==> config.mk <==
export PLATFORM = sky130hd
export DESIGN_NAME = ising_metropolis_flip
export DESIGN_NICKNAME = d
export VERILOG_FILES = /design/src/hdl/imf_pkg.sv /design/src/hdl/imf_ram.sv /design/src/hdl/imf_ctrl.sv /design/src/hdl/imf_dp.sv /design/src/hdl/ising_metropolis_flip.sv
export SDC_FILE = /design/constraint.sdc
export NUM_CORES = 1
export LEC_CHECK = 0
export ABC_AREA = 1
export BUFFER_PORTS_ARGS = -buffer_cell sky130_fd_sc_hd__buf_2
export CAP_MARGIN = 20
export CELL_PAD_IN_SITES_DETAIL_PLACEMENT = 1
export CELL_PAD_IN_SITES_GLOBAL_PLACEMENT = 1
export CORE_MARGIN = 8
export CORE_UTILIZATION = 40
export CTS_BUF_LIST = sky130_fd_sc_hd__clkbuf_8 sky130_fd_sc_hd__clkbuf_16
export DETAILED_ROUTE_END_ITERATION = 10
export PLACE_DENSITY = 0.79
export SLEW_MARGIN = 20
export SYNTH_ARGS = -nofsm -noshare
export SYNTH_HDL_FRONTEND = slang
export SYNTH_SLANG_ARGS = --single-unit
==> constraint.sdc <==
create_clock -name clk -period 3.6 [get_ports clk]
set_input_delay 0.18 -clock clk [delete_from_list [all_inputs] [get_ports clk]]
set_output_delay 0.18 -clock clk [all_outputs]
set_load 0.02 [all_outputs]
==> src/hdl/imf_pkg.sv <==
// Shared types, field layout and constants of the Ising Metropolis flip engine.
package imf_pkg;

	// Lattice side by default
	localparam int SIDE_DEF = 16;

	// Field widths
	localparam int IDX_W     = 4;
	localparam int FRAC_W    = 32;
	localparam int SPIN_W    = 10;
	localparam int BOND_W    = 11;
	localparam int CFG_IDX_W = 1;

	// Request payload layout, lowest bit first
	localparam int ROW_LSB   = 0;
	localparam int COL_LSB   = 4;
	localparam int RND_LSB   = 8;
	localparam int IN_DATA_W = 40;

	// Result payload layout, lowest bit first
	localparam int OUT_FLIP_BIT = 0;
	localparam int OUT_SPIN_LSB = 1;
	localparam int OUT_BOND_LSB = 11;
	localparam int OUT_DATA_W   = 24;

	// Operation codes carried in tuser
	localparam logic OP_FLIP = 1'b0;
	localparam logic OP_FILL = 1'b1;

	// Register indexes
	localparam logic [CFG_IDX_W-1:0] CFG_ACCEPT_DE4 = 1'b0;
	localparam logic [CFG_IDX_W-1:0] CFG_ACCEPT_DE8 = 1'b1;

	typedef enum logic [2:0] {
		ST_IDLE,
		ST_RD_C,
		ST_RD_UP,
		ST_RD_DN,
		ST_EVAL,
		ST_COMMIT
	} state_t;

	// Which lattice row the read port fetches
	typedef enum logic [1:0] {
		RS_CTR,
		RS_UP,
		RS_DN
	} rd_sel_t;

	typedef struct packed {
		logic    load;
		logic    rd_en;
		rd_sel_t rd_sel;
		logic    cap_ctr;
		logic    cap_up;
		logic    eval;
		logic    commit;
	} cmd_t;

	typedef struct packed {
		logic in_fill;
		logic out_stall;
	} stat_t;

	// Spin sum of an all-up lattice, wrapped to the field width
	function automatic logic [SPIN_W-1:0] spin_rst(input int side);
		return SPIN_W'(side * side);
	endfunction

	// Bond sum of an all-up lattice, wrapped to the field width
	function automatic logic [BOND_W-1:0] bond_rst(input int side);
		return BOND_W'(2 * side * side);
	endfunction

endpackage

==> src/hdl/imf_ram.sv <==
// Generic single-write, single-read RAM with registered read data.
module imf_ram #(
	parameter int WIDTH = 16,
	parameter int DEPTH = 16
) (
	input  logic                     clk,
	input  logic                     we,
	input  logic [$clog2(DEPTH)-1:0] waddr,
	input  logic [WIDTH-1:0]         wdata,
	input  logic                     re,
	input  logic [$clog2(DEPTH)-1:0] raddr,
	output logic [WIDTH-1:0]         rdata
);

	logic [WIDTH-1:0] mem [DEPTH];

	// Write port
	always_ff @(posedge clk) begin
		if (we) begin
			mem[waddr] <= wdata;
		end
	end

	// Registered read port
	always_ff @(posedge clk) begin
		if (re) begin
			rdata <= mem[raddr];
		end
	end

endmodule

==> src/hdl/imf_ctrl.sv <==
// Controller: sequences row reads, evaluation and commit of one request.
module imf_ctrl (
	input  logic          clk,
	input  logic          arst_n,
	input  logic          s_tvalid,
	output logic          s_tready,
	input  imf_pkg::stat_t stat,
	output imf_pkg::cmd_t  cmd
);
	import imf_pkg::*;

	state_t state_q;
	state_t state_nx;

	// State register
	always_ff @(posedge clk or negedge arst_n) begin
		if (!arst_n) begin
			state_q <= ST_IDLE;
		end else begin
			state_q <= state_nx;
		end
	end

	// Next state and commands
	always_comb begin
		state_nx    = state_q;
		s_tready    = 1'b0;
		cmd.load    = 1'b0;
		cmd.rd_en   = 1'b0;
		cmd.rd_sel  = RS_CTR;
		cmd.cap_ctr = 1'b0;
		cmd.cap_up  = 1'b0;
		cmd.eval    = 1'b0;
		cmd.commit  = 1'b0;
		case (state_q)
			ST_IDLE: begin
				s_tready = 1'b1;
				if (s_tvalid) begin
					cmd.load = 1'b1;
					state_nx = stat.in_fill ? ST_COMMIT : ST_RD_C;
				end
			end
			ST_RD_C: begin
				cmd.rd_en  = 1'b1;
				cmd.rd_sel = RS_CTR;
				state_nx   = ST_RD_UP;
			end
			ST_RD_UP: begin
				cmd.cap_ctr = 1'b1;
				cmd.rd_en   = 1'b1;
				cmd.rd_sel  = RS_UP;
				state_nx    = ST_RD_DN;
			end
			ST_RD_DN: begin
				cmd.cap_up = 1'b1;
				cmd.rd_en  = 1'b1;
				cmd.rd_sel = RS_DN;
				state_nx   = ST_EVAL;
			end
			ST_EVAL: begin
				cmd.eval = 1'b1;
				state_nx = ST_COMMIT;
			end
			ST_COMMIT: begin
				// hold until the result register is free
				if (!stat.out_stall) begin
					cmd.commit = 1'b1;
					state_nx   = ST_IDLE;
				end
			end
			default: begin
				state_nx = ST_IDLE;
			end
		endcase
	end

endmodule

==> src/hdl/imf_dp.sv <==
// Datapath: site indexing, neighbor gather, Metropolis test, sums and result register.
module imf_dp #(
	parameter int SIDE = imf_pkg::SIDE_DEF
) (
	input  logic                            clk,
	input  logic                            arst_n,
	input  logic                            cfg_we,
	input  logic [imf_pkg::CFG_IDX_W-1:0]   cfg_index,
	input  logic [imf_pkg::FRAC_W-1:0]      cfg_data,
	input  logic [imf_pkg::IN_DATA_W-1:0]   s_tdata,
	input  logic                            s_tuser,
	output logic                            m_tvalid,
	input  logic                            m_tready,
	output logic [imf_pkg::OUT_DATA_W-1:0]  m_tdata,
	input  imf_pkg::cmd_t                   cmd,
	output imf_pkg::stat_t                  stat,
	output logic                            ram_we,
	output logic [$clog2(SIDE)-1:0]         ram_waddr,
	output logic [SIDE-1:0]                 ram_wdata,
	output logic                            ram_re,
	output logic [$clog2(SIDE)-1:0]         ram_raddr,
	input  logic [SIDE-1:0]                 ram_rdata
);
	import imf_pkg::*;

	localparam int AW = $clog2(SIDE);
	localparam logic [AW-1:0]     LAST     = AW'(SIDE - 1);
	localparam logic [SPIN_W-1:0] SPIN_RST = spin_rst(SIDE);
	localparam logic [BOND_W-1:0] BOND_RST = bond_rst(SIDE);

	// Reduce a 4-bit index modulo SIDE
	function automatic logic [AW-1:0] wrap_idx(input logic [IDX_W-1:0] v);
		logic [8:0] m;
		m = {5'b0, v};
		for (int k = 0; k < 3; k++) begin
			if (m >= 9'(SIDE)) begin
				m = m - 9'(SIDE);
			end
		end
		return m[AW-1:0];
	endfunction

	logic [FRAC_W-1:0] acc4_q;
	logic [FRAC_W-1:0] acc8_q;
	logic              op_q;
	logic [AW-1:0]     r_q, c_q, up_q, dn_q, lf_q, rt_q;
	logic [FRAC_W-1:0] rnd_q;
	logic [AW-1:0]     r_nx, c_nx;
	logic [SIDE-1:0]   row_vld_q;
	logic              rd_vld_q;
	logic [SIDE-1:0]   row_live;
	logic [SIDE-1:0]   row_q;
	logic              up_bit_q;
	logic              s_bit;
	logic [2:0]        agree;
	logic              take_nx;
	logic              take_q;
	logic [2:0]        agree_q;
	logic              flip_do;
	logic [SPIN_W-1:0] spin_sum_q;
	logic [BOND_W-1:0] bond_sum_q;
	logic [SPIN_W-1:0] spin_nx;
	logic [BOND_W-1:0] bond_nx;
	logic              flipped_q;
	logic [SPIN_W-1:0] out_spin_q;
	logic [BOND_W-1:0] out_bond_q;
	logic              m_tvalid_q;

	// Acceptance registers
	always_ff @(posedge clk or negedge arst_n) begin
		if (!arst_n) begin
			acc4_q <= '0;
			acc8_q <= '0;
		end else if (cfg_we) begin
			case (cfg_index)
				CFG_ACCEPT_DE4: acc4_q <= cfg_data;
				CFG_ACCEPT_DE8: acc8_q <= cfg_data;
				default: begin
				end
			endcase
		end
	end

	assign r_nx = wrap_idx(s_tdata[COL_LSB-1:ROW_LSB]);
	assign c_nx = wrap_idx(s_tdata[RND_LSB-1:COL_LSB]);

	// Latch the request and its wrapped neighbor indexes
	always_ff @(posedge clk) begin
		if (cmd.load) begin
			op_q  <= s_tuser;
			r_q   <= r_nx;
			c_q   <= c_nx;
			up_q  <= (r_nx == '0)   ? LAST : r_nx - AW'(1);
			dn_q  <= (r_nx == LAST) ? '0   : r_nx + AW'(1);
			lf_q  <= (c_nx == '0)   ? LAST : c_nx - AW'(1);
			rt_q  <= (c_nx == LAST) ? '0   : c_nx + AW'(1);
			rnd_q <= s_tdata[IN_DATA_W-1:RND_LSB];
		end
	end

	// Read port address select
	always_comb begin
		case (cmd.rd_sel)
			RS_CTR:  ram_raddr = r_q;
			RS_UP:   ram_raddr = up_q;
			RS_DN:   ram_raddr = dn_q;
			default: ram_raddr = r_q;
		endcase
	end
	assign ram_re = cmd.rd_en;

	// Sample the row valid flag alongside the RAM read
	always_ff @(posedge clk or negedge arst_n) begin
		if (!arst_n) begin
			rd_vld_q <= 1'b0;
		end else if (cmd.rd_en) begin
			rd_vld_q <= row_vld_q[ram_raddr];
		end
	end

	// A row never written since reset or fill reads as all spins up
	assign row_live = ram_rdata & {SIDE{rd_vld_q}};

	// Gather the site row and the upper neighbor
	always_ff @(posedge clk) begin
		if (cmd.cap_ctr) begin
			row_q <= row_live;
		end
		if (cmd.cap_up) begin
			up_bit_q <= row_live[c_q];
		end
	end

	// Count neighbors aligned with the site spin; dE = 4*agree - 8
	assign s_bit = row_q[c_q];
	assign agree = {2'b0, ~(up_bit_q ^ s_bit)}
	             + {2'b0, ~(row_live[c_q] ^ s_bit)}
	             + {2'b0, ~(row_q[lf_q] ^ s_bit)}
	             + {2'b0, ~(row_q[rt_q] ^ s_bit)};

	assign take_nx = (agree <= 3'd2)
	               || ((agree == 3'd3) && (acc4_q >= rnd_q))
	               || ((agree == 3'd4) && (acc8_q >= rnd_q));

	always_ff @(posedge clk) begin
		if (cmd.eval) begin
			take_q  <= take_nx;
			agree_q <= agree;
		end
	end

	// Commit the flip: write the row back and update the sums
	assign flip_do   = (op_q == OP_FLIP) && take_q;
	assign ram_we    = cmd.commit && flip_do;
	assign ram_waddr = r_q;
	assign ram_wdata = row_q ^ (SIDE'(1) << c_q);

	assign spin_nx = s_bit ? spin_sum_q + SPIN_W'(2) : spin_sum_q - SPIN_W'(2);
	assign bond_nx = bond_sum_q + BOND_W'(8) - {{(BOND_W-5){1'b0}}, agree_q, 2'b00};

	always_ff @(posedge clk or negedge arst_n) begin
		if (!arst_n) begin
			row_vld_q  <= '0;
			spin_sum_q <= SPIN_RST;
			bond_sum_q <= BOND_RST;
		end else if (cmd.commit) begin
			if (op_q == OP_FILL) begin
				row_vld_q  <= '0;
				spin_sum_q <= SPIN_RST;
				bond_sum_q <= BOND_RST;
			end else if (take_q) begin
				row_vld_q[r_q] <= 1'b1;
				spin_sum_q     <= spin_nx;
				bond_sum_q     <= bond_nx;
			end
		end
	end

	// Result register
	always_ff @(posedge clk) begin
		if (cmd.commit) begin
			flipped_q <= flip_do;
			if (op_q == OP_FILL) begin
				out_spin_q <= SPIN_RST;
				out_bond_q <= BOND_RST;
			end else if (take_q) begin
				out_spin_q <= spin_nx;
				out_bond_q <= bond_nx;
			end else begin
				out_spin_q <= spin_sum_q;
				out_bond_q <= bond_sum_q;
			end
		end
	end

	always_ff @(posedge clk or negedge arst_n) begin
		if (!arst_n) begin
			m_tvalid_q <= 1'b0;
		end else if (cmd.commit) begin
			m_tvalid_q <= 1'b1;
		end else if (m_tready) begin
			m_tvalid_q <= 1'b0;
		end
	end

	assign m_tvalid = m_tvalid_q;
	assign m_tdata  = {{(OUT_DATA_W-1-SPIN_W-BOND_W){1'b0}}, out_bond_q, out_spin_q, flipped_q};

	assign stat.in_fill   = (s_tuser == OP_FILL);
	assign stat.out_stall = m_tvalid_q && !m_tready;

endmodule

==> src/hdl/ising_metropolis_flip.sv <==
// Top level of the two-dimensional Ising Metropolis spin-flip engine.
//
//   channel   direction  handshake            payload
//   s_*       in         s_tvalid / s_tready  tdata: row, col, rand_frac; tuser: op
//   m_*       out        m_tvalid / m_tready  tdata: flipped, spin_sum, bond_sum
//   cfg_*     in         cfg_we               cfg_index, cfg_data
//
// A flip request steps through accept, three row reads through the single
// lattice RAM read port (site row, row above, row below), evaluate, commit.
// A fill request steps through accept and commit.
// Reset and fill clear one valid flag per lattice row at once; a row without
// its flag reads as all spins up, so there is no clearing pass.
// A held result stalls only the commit of the following request.
module ising_metropolis_flip #(
	parameter int SIDE = imf_pkg::SIDE_DEF
) (
	input  logic                           clk,
	input  logic                           arst_n,
	input  logic                           s_tvalid,
	output logic                           s_tready,
	input  logic [imf_pkg::IN_DATA_W-1:0]  s_tdata,   // row[3:0], col[7:4], rand_frac[39:8]
	input  logic                           s_tuser,   // op[0]
	output logic                           m_tvalid,
	input  logic                           m_tready,
	output logic [imf_pkg::OUT_DATA_W-1:0] m_tdata,   // flipped[0], spin_sum[10:1], bond_sum[21:11]
	input  logic                           cfg_we,
	input  logic [imf_pkg::CFG_IDX_W-1:0]  cfg_index,
	input  logic [imf_pkg::FRAC_W-1:0]     cfg_data
);
	import imf_pkg::*;

	localparam int AW = $clog2(SIDE);
	localparam logic [SPIN_W-1:0] SPIN_RST = spin_rst(SIDE);
	localparam logic [BOND_W-1:0] BOND_RST = bond_rst(SIDE);

	cmd_t            cmd;
	stat_t           stat;
	logic            ram_we;
	logic [AW-1:0]   ram_waddr;
	logic [SIDE-1:0] ram_wdata;
	logic            ram_re;
	logic [AW-1:0]   ram_raddr;
	logic [SIDE-1:0] ram_rdata;

	imf_ctrl u_ctrl (
		.clk      (clk),
		.arst_n   (arst_n),
		.s_tvalid (s_tvalid),
		.s_tready (s_tready),
		.stat     (stat),
		.cmd      (cmd)
	);

	imf_dp #(
		.SIDE (SIDE)
	) u_dp (
		.clk       (clk),
		.arst_n    (arst_n),
		.cfg_we    (cfg_we),
		.cfg_index (cfg_index),
		.cfg_data  (cfg_data),
		.s_tdata   (s_tdata),
		.s_tuser   (s_tuser),
		.m_tvalid  (m_tvalid),
		.m_tready  (m_tready),
		.m_tdata   (m_tdata),
		.cmd       (cmd),
		.stat      (stat),
		.ram_we    (ram_we),
		.ram_waddr (ram_waddr),
		.ram_wdata (ram_wdata),
		.ram_re    (ram_re),
		.ram_raddr (ram_raddr),
		.ram_rdata (ram_rdata)
	);

	// Lattice, one row per word
	imf_ram #(
		.WIDTH (SIDE),
		.DEPTH (SIDE)
	) u_lattice (
		.clk   (clk),
		.we    (ram_we),
		.waddr (ram_waddr),
		.wdata (ram_wdata),
		.re    (ram_re),
		.raddr (ram_raddr),
		.rdata (ram_rdata)
	);

`ifndef ASSERT_OFF
	// One request at a time: no accept right after an accept
	assert property (@(posedge clk) disable iff (!arst_n)
		(s_tvalid && s_tready) |=> !s_tready)
		else $error("request accepted while the previous one is in flight");

	// Flips move the spin sum by two, so its parity never changes
	assert property (@(posedge clk) disable iff (!arst_n)
		m_tvalid |-> (m_tdata[OUT_SPIN_LSB] == SPIN_RST[0]))
		else $error("spin sum parity broken");

	// Flips move the bond sum by a multiple of four
	assert property (@(posedge clk) disable iff (!arst_n)
		m_tvalid |-> (m_tdata[OUT_BOND_LSB +: 2] == BOND_RST[1:0]))
		else $error("bond sum residue broken");
`endif

endmodule
### Word-level counts from Yosys, hierarchy flattened

Memories as Yosys holds them, arrays and structs flattened. A register that Yosys moved wholly into a read port is not among the register bits.
Cells that the tools add are included.
W data, S select, Z words.

* bits in registers: 206
* bits in writable memories: 256
* output and inout bits: 26
* memories: 1

Memory list
* u_lattice.mem: words 16, bits a word 16, rd ports 1, clocked after memory_dff 1, write ports 1, line imf_ram.sv:15 `logic [WIDTH-1:0] mem [DEPTH];`

* add/subtract/negate cells: 11
* magnitude comparators: 9
* equal/unequal tests: 13
* shift-type cells: 1
* mux-type cells: 37
* bitwise operators: 13
* reduce and logical (&&, ||, !) cells: 18

Operators with widths (number)
* $ge A32 B32 Y1: 2
* $mux W16: 2
* $mux W10: 3
* $lt A4 B5 Y1 const B: 5
* $mux W11: 2
* $bmux W1 S4: 5
* $mux W1: 18
* $pmux W3 S6: 1
* $and A16 B16 Y16: 1
* $or A16 B16 Y16: 1
* $shl A1 B4 Y16 const A: 1
* $xor A16 B16 Y16: 1
* $add A11 B4 Y11 const B: 1
* $sub A11 B5 Y11: 1
* $add A10 B2 Y10 const B: 1
* $sub A10 B2 Y10 const B: 1
* $eq A3 B2 Y1 const B: 3
* $eq A3 B3 Y1 const B: 3
* $mux W3: 3
* $pmux W3 S3: 1
* $add A4 B1 Y4 const B: 2
* $eq A4 B4 Y1 const B: 2
* $logic_not A4 Y1: 2
* $pmux W4 S2: 1
* 18 further kinds: 39

### Logic depth before layout (Yosys ltp)

* depth in word-level cells: 12
* gate-level depth with buffers: 20
* gate-level depth less buffers: 19

### Hierarchy

A second synthesis with hierarchy kept.

* cells, all modules: 2316
* area total of the unflattened synthesis: 22800.6 um^2

Modules (own cells, without submodules)
* imf_ram: instances 1, cells each 1074, area an instance 11541.1 um^2
* imf_dp: instances 1, cells each 1210, area an instance 11048.1 um^2
* imf_ctrl: instances 1, cells each 32, area an instance 211.5 um^2

### Worst setup path before layout

Ideal clock, no wire load.

* path type: register to register
* from: reg u_ctrl.state_q[1]
* to: reg u_dp.c_q[0] (enable)
* setup time: 472 ps
* arrival time: 3361 ps
* data required time: 3128 ps
* setup slack: -233 ps
* stages on the path, launching flop included: 6
* path buffers: 0
* clock period less this slack: 3833 ps
* path through: dfrtp_1 -> nor2_1 -> inv_1 -> nor2_1 -> inv_1 -> nor2_1

RTL lines
* from (decl): line imf_ctrl.sv:12 `state_t state_q;`
* from (signal assigned): line imf_ctrl.sv:20 `state_q <= state_nx;`
* to (signal assigned): line imf_dp.sv:92 `c_q <= c_nx;`
* to (decl): line imf_dp.sv:46 `logic [AW-1:0] r_q, c_q, up_q, dn_q, lf_q, rt_q;`

### Worst setup path after layout

* from: reg u_dp.c_q[0]
* to: reg u_dp.out_spin_q[8] (data pin)

* word-level cells in the longest chain between the ends: 5

RTL lines
* $bmux W1 S4: line imf_dp.sv:135 `assign s_bit = row_q[c_q];`
* $mux W1 (not written as such): line imf_dp.sv:135
* $mux W10: line imf_dp.sv:158 `assign spin_nx = s_bit ? spin_sum_q + SPIN_W'(2) : spin_sum_q - SPIN_W'(2);`
* $mux W10 (2 in series)
* to (signal assigned): line imf_dp.sv:187 `out_spin_q <= spin_nx;`
* to (signal assigned): line imf_dp.sv:190 `out_spin_q <= spin_sum_q;`
* to (decl): line imf_dp.sv:65 `logic [SPIN_W-1:0] out_spin_q;`

No other way between the ends. The select of a mux whose other input is x is not followed.
A chain may end at the register's enable or synchronous reset.

==> qor.yml <==
outcome:
  status: "completed"
floorplan:
  die-area_sq_um: 62100
  start_util: 0.404
  num_rows: 85
  io-pin-count: 105
  die_w_microns: 249
  core-area_sq_um: 53800
  dieHeight_microns: 249
routing:
  ant_nets: 0
  drc: 0
  drt-met1-wl_microns: 26300
  viasPerCell: 5.51
  wirelength_microns: 65100
  dr_total_vias: 16000
  drt_iter0_markers: 1114
  top_layer: "met4"
  wl_met3_microns: 2910
  avgRoutedWirePerCell_microns: 22.5
  met2_length_microns: 33400
  first_pass_iters: 5
global_routing:
  antenna_found_initial: 4
  grt_pass1_vias: 17600
  grt_start_max_net_pins: 140
  grt_remaining_overflow: 0
  grt_pass1_wl_microns: 101000
  grtUsageTotal: 0.204
synthesis:
  synth-seq-cells: 478
  synthesis.area_sq_um: 21800
  yosysTopAreaCell: "edfxtp_1"
  synth.avg_cell_area_sq_um: 11.1
  synthFlopType: "edfxtp_1"
  syn_inst: 1953
  async_flop_share: 0.222
  yosys_warnings: 0
  synth_cell_types: 50
  synth_top_area_share: 0.514
  synth-edff-count: 372
  yosysSeqAreaShare: 0.636
  synth_area_leaders: "edfxtp_1 (51%), dfrtp_1 (12%), ha_1 (5.4%), o21ai_0 (5.4%), nand2_1 (4.4%)"
setup_path:
  r2r-end: "u_dp.out_spin_q[8]"
  crit_slowest_cell: "edfxtp_1"
  crit_path_end_kind: "flop"
  cp.arrival_ps: 3540
  worstPathCellList: "buf_4, o21ai_0, nand2_1, nand3_1, nand3_1, nand2_1, inv_1, ha_1, nand2_1, nand2_1, a31oi_1, inv_1, nand2_1, nand2_1, a21oi_1, o21ai_0, o21ai_0, inv_1"
  worstSetupPathType: "reg -> reg"
  path_max_fanout: 9
  r2r_cells: 18
  rrSetupSlack_ps: 430
  critPathRequiredTime_ps: 3960
  path_buf_inv: 4
  critical_path_cell_count: 18
  cp_top_family: "simple AND/OR/NAND/NOR gates"
  crit_path_frequent_cell: "nand2_1"
  critPathMaxStageDelay_ps: 500
  start_kind: "flop"
  worstReg2RegStart: "u_dp.c_q[0]"
cells_and_area:
  final_layout_size_suffix_gt1_frac: 0.137
  seq_area_sq_um: 13800
  layout_common_cells: "edfxtp_1 (372), nand2_1 (253), o21ai_0 (234), inv_1 (211), nor2_1 (163)"
  syn_to_final_growth_pct: 18.0
  multi_input_area_sq_um: 6800
  layout_commonest_cell: "edfxtp_1"
  nFillCells: 5759
  stdcell_count: 2899
  finalNetCount: 2332
clocking:
  clock-root-buffer: "clkbuf_16"
  cts_tree: "done"
  clkSinkCount: 478
  htreeDepth: 2
  cts_resized: 0
  cts_max_path_buffers: 3
  clk_latency_ps: 620
  cts.clk_slew.worst_paths_ps: 60
  cts_buffers: 51
placement:
  dp_hpwl_microns: 38300
  gp_congestion: 0.863
  dp.cells: 2720
  io_buffers: 102
timing:
  finalHoldViolCount: 0
  setup_viol: 0
  clock_skew_ps: 42.5
  slew_viol_final: 0
  period_needed_ps: 3170
  slew_headroom: 0.237
  fin_crit_sh: 0.881
  setup_tns_ps: 0
  rsz0062_at_grt: "no"
  worst_slew_pin_slew_ps: 1140
  fmaxAchievable_mhz: 315
power_and_ir_drop:
  powerDensity_nw_per_um2: 810
  leakage_nw: 10.4
  ir_drop_v: 0.000432
hold_path:
  hold_class: "in -> async"
flow_run:
  max_cap_viol_count: 0
==> cell type report <==
type | count | area share
Sequential cell | 478 | 0.539
Clock inverter | 40 | 0.0102
Inverter | 208 | 0.0305
Tap cell | 696 | 0.0339
Timing Repair Buffer | 233 | 0.0692
Antenna cell | 4 | 0.000390
Multi-Input combinational cell | 1185 | 0.265
Clock buffer | 55 | 0.0519
==> layer usage <==
layer / global-route usage / vias up
met5: 0 / -
met4: 0.0868 / 0
met1: 0.241 / 8090
met3: 0.0326 / 173
li1: - / 7282
met2: 0.364 / 441
==> worst max path at each step <==
stage	start	endpoint	slack, ps
final	u_dp.c_q[0]	u_dp.out_spin_q[8]	430
after global routing	u_dp.c_q[0]	u_dp.out_spin_q[8]	120
after CTS	u_dp.c_q[0]	u_dp.out_spin_q[8]	300
after detailed placement	u_dp.c_q[0]	u_dp.out_spin_q[8]	360
after global placement	u_dp.c_q[0]	u_dp.out_spin_q[9]	500
after floorplan	u_ctrl.state_q[0]	u_lattice.rdata[5]	330
==> repair_timing <==
| action | in CTS | in global routing |
|---|---|---|
| endpoints found under the hold margin | 182 | 0 |
| hold buffers | 76 | 0 |
| endpoints found under the setup margin | 0 | 1 |
| setup buffers | 0 | 4 |
==> stage by stage <==
stage	cell area, sq um	utilization	hold WS (ps)	setup WS, ps	power [mW]
detailed placement	23200	0.432	359	361	15.5
finish	25700	0.477	245	427	20.8
CTS	25600	0.476	244	304	20.7
global placement	23200	0.432	356	505	15.0
floorplan	21800	-	-116	325	12.9
global route	25700	0.477	266	125	22.0
==> cells by family after synthesis <==
family / after synthesis / synth area share
AND/OR/NAND/NOR: 586 / 0.117
flip-flops: 478 / 0.636
AO/OA/AOI/OAI: 476 / 0.127
buffers and inverters: 291 / 0.0544
adder cells (fa/ha/maj): 96 / 0.0559
XOR/XNOR: 25 / 0.0101
other: 1 / 0.000172
==> synth_stat cells (all sizes together), types with 6 or more instances <==
cell type,count
nand2,258
buf,31
or2,64
o21ai,246
inv,204
nand4,9
edfxtp,372
a21oi,71
o311ai,6
xnor2,6
o211ai,68
nor2,169
ha,94
nand3,70
o221ai,18
o22ai,41
o21bai,9
nor3,11
dfrtp,104
xor2,19
clkbuf,52
==> registers in the layout (all words and copies together), names as in the netlist, 3 cells and up <==
| register | flops |
|---|---|
| u_lattice.mem | 256 |
| u_dp.spin_sum_q | 10 |
| u_dp.row_vld_q | 16 |
| u_dp.rnd_q | 32 |
| u_dp.lf_q | 4 |
| u_dp.out_spin_q | 10 |
| u_dp.ram_waddr | 4 |
| u_ctrl.state_q | 3 |
| u_dp.up_q | 4 |
| u_dp.rt_q | 4 |
| u_dp.dn_q | 4 |
| u_dp.out_bond_q | 11 |
| u_dp.acc8_q | 32 |
| u_dp.agree_q | 3 |
| u_dp.acc4_q | 32 |
| u_dp.bond_sum_q | 11 |
| u_dp.row_q | 16 |
| u_dp.c_q | 4 |
| u_lattice.rdata | 16 |
==> power by group <==
part	internal, mW	total (mW)	switching [mW]	leakage [nW]
registers	7.17	7.65	0.471	4.73
clock network	2.75	5.04	2.29	0.839
logic	2.64	8.10	5.46	4.82
Power figures use the tool's default switching activity.
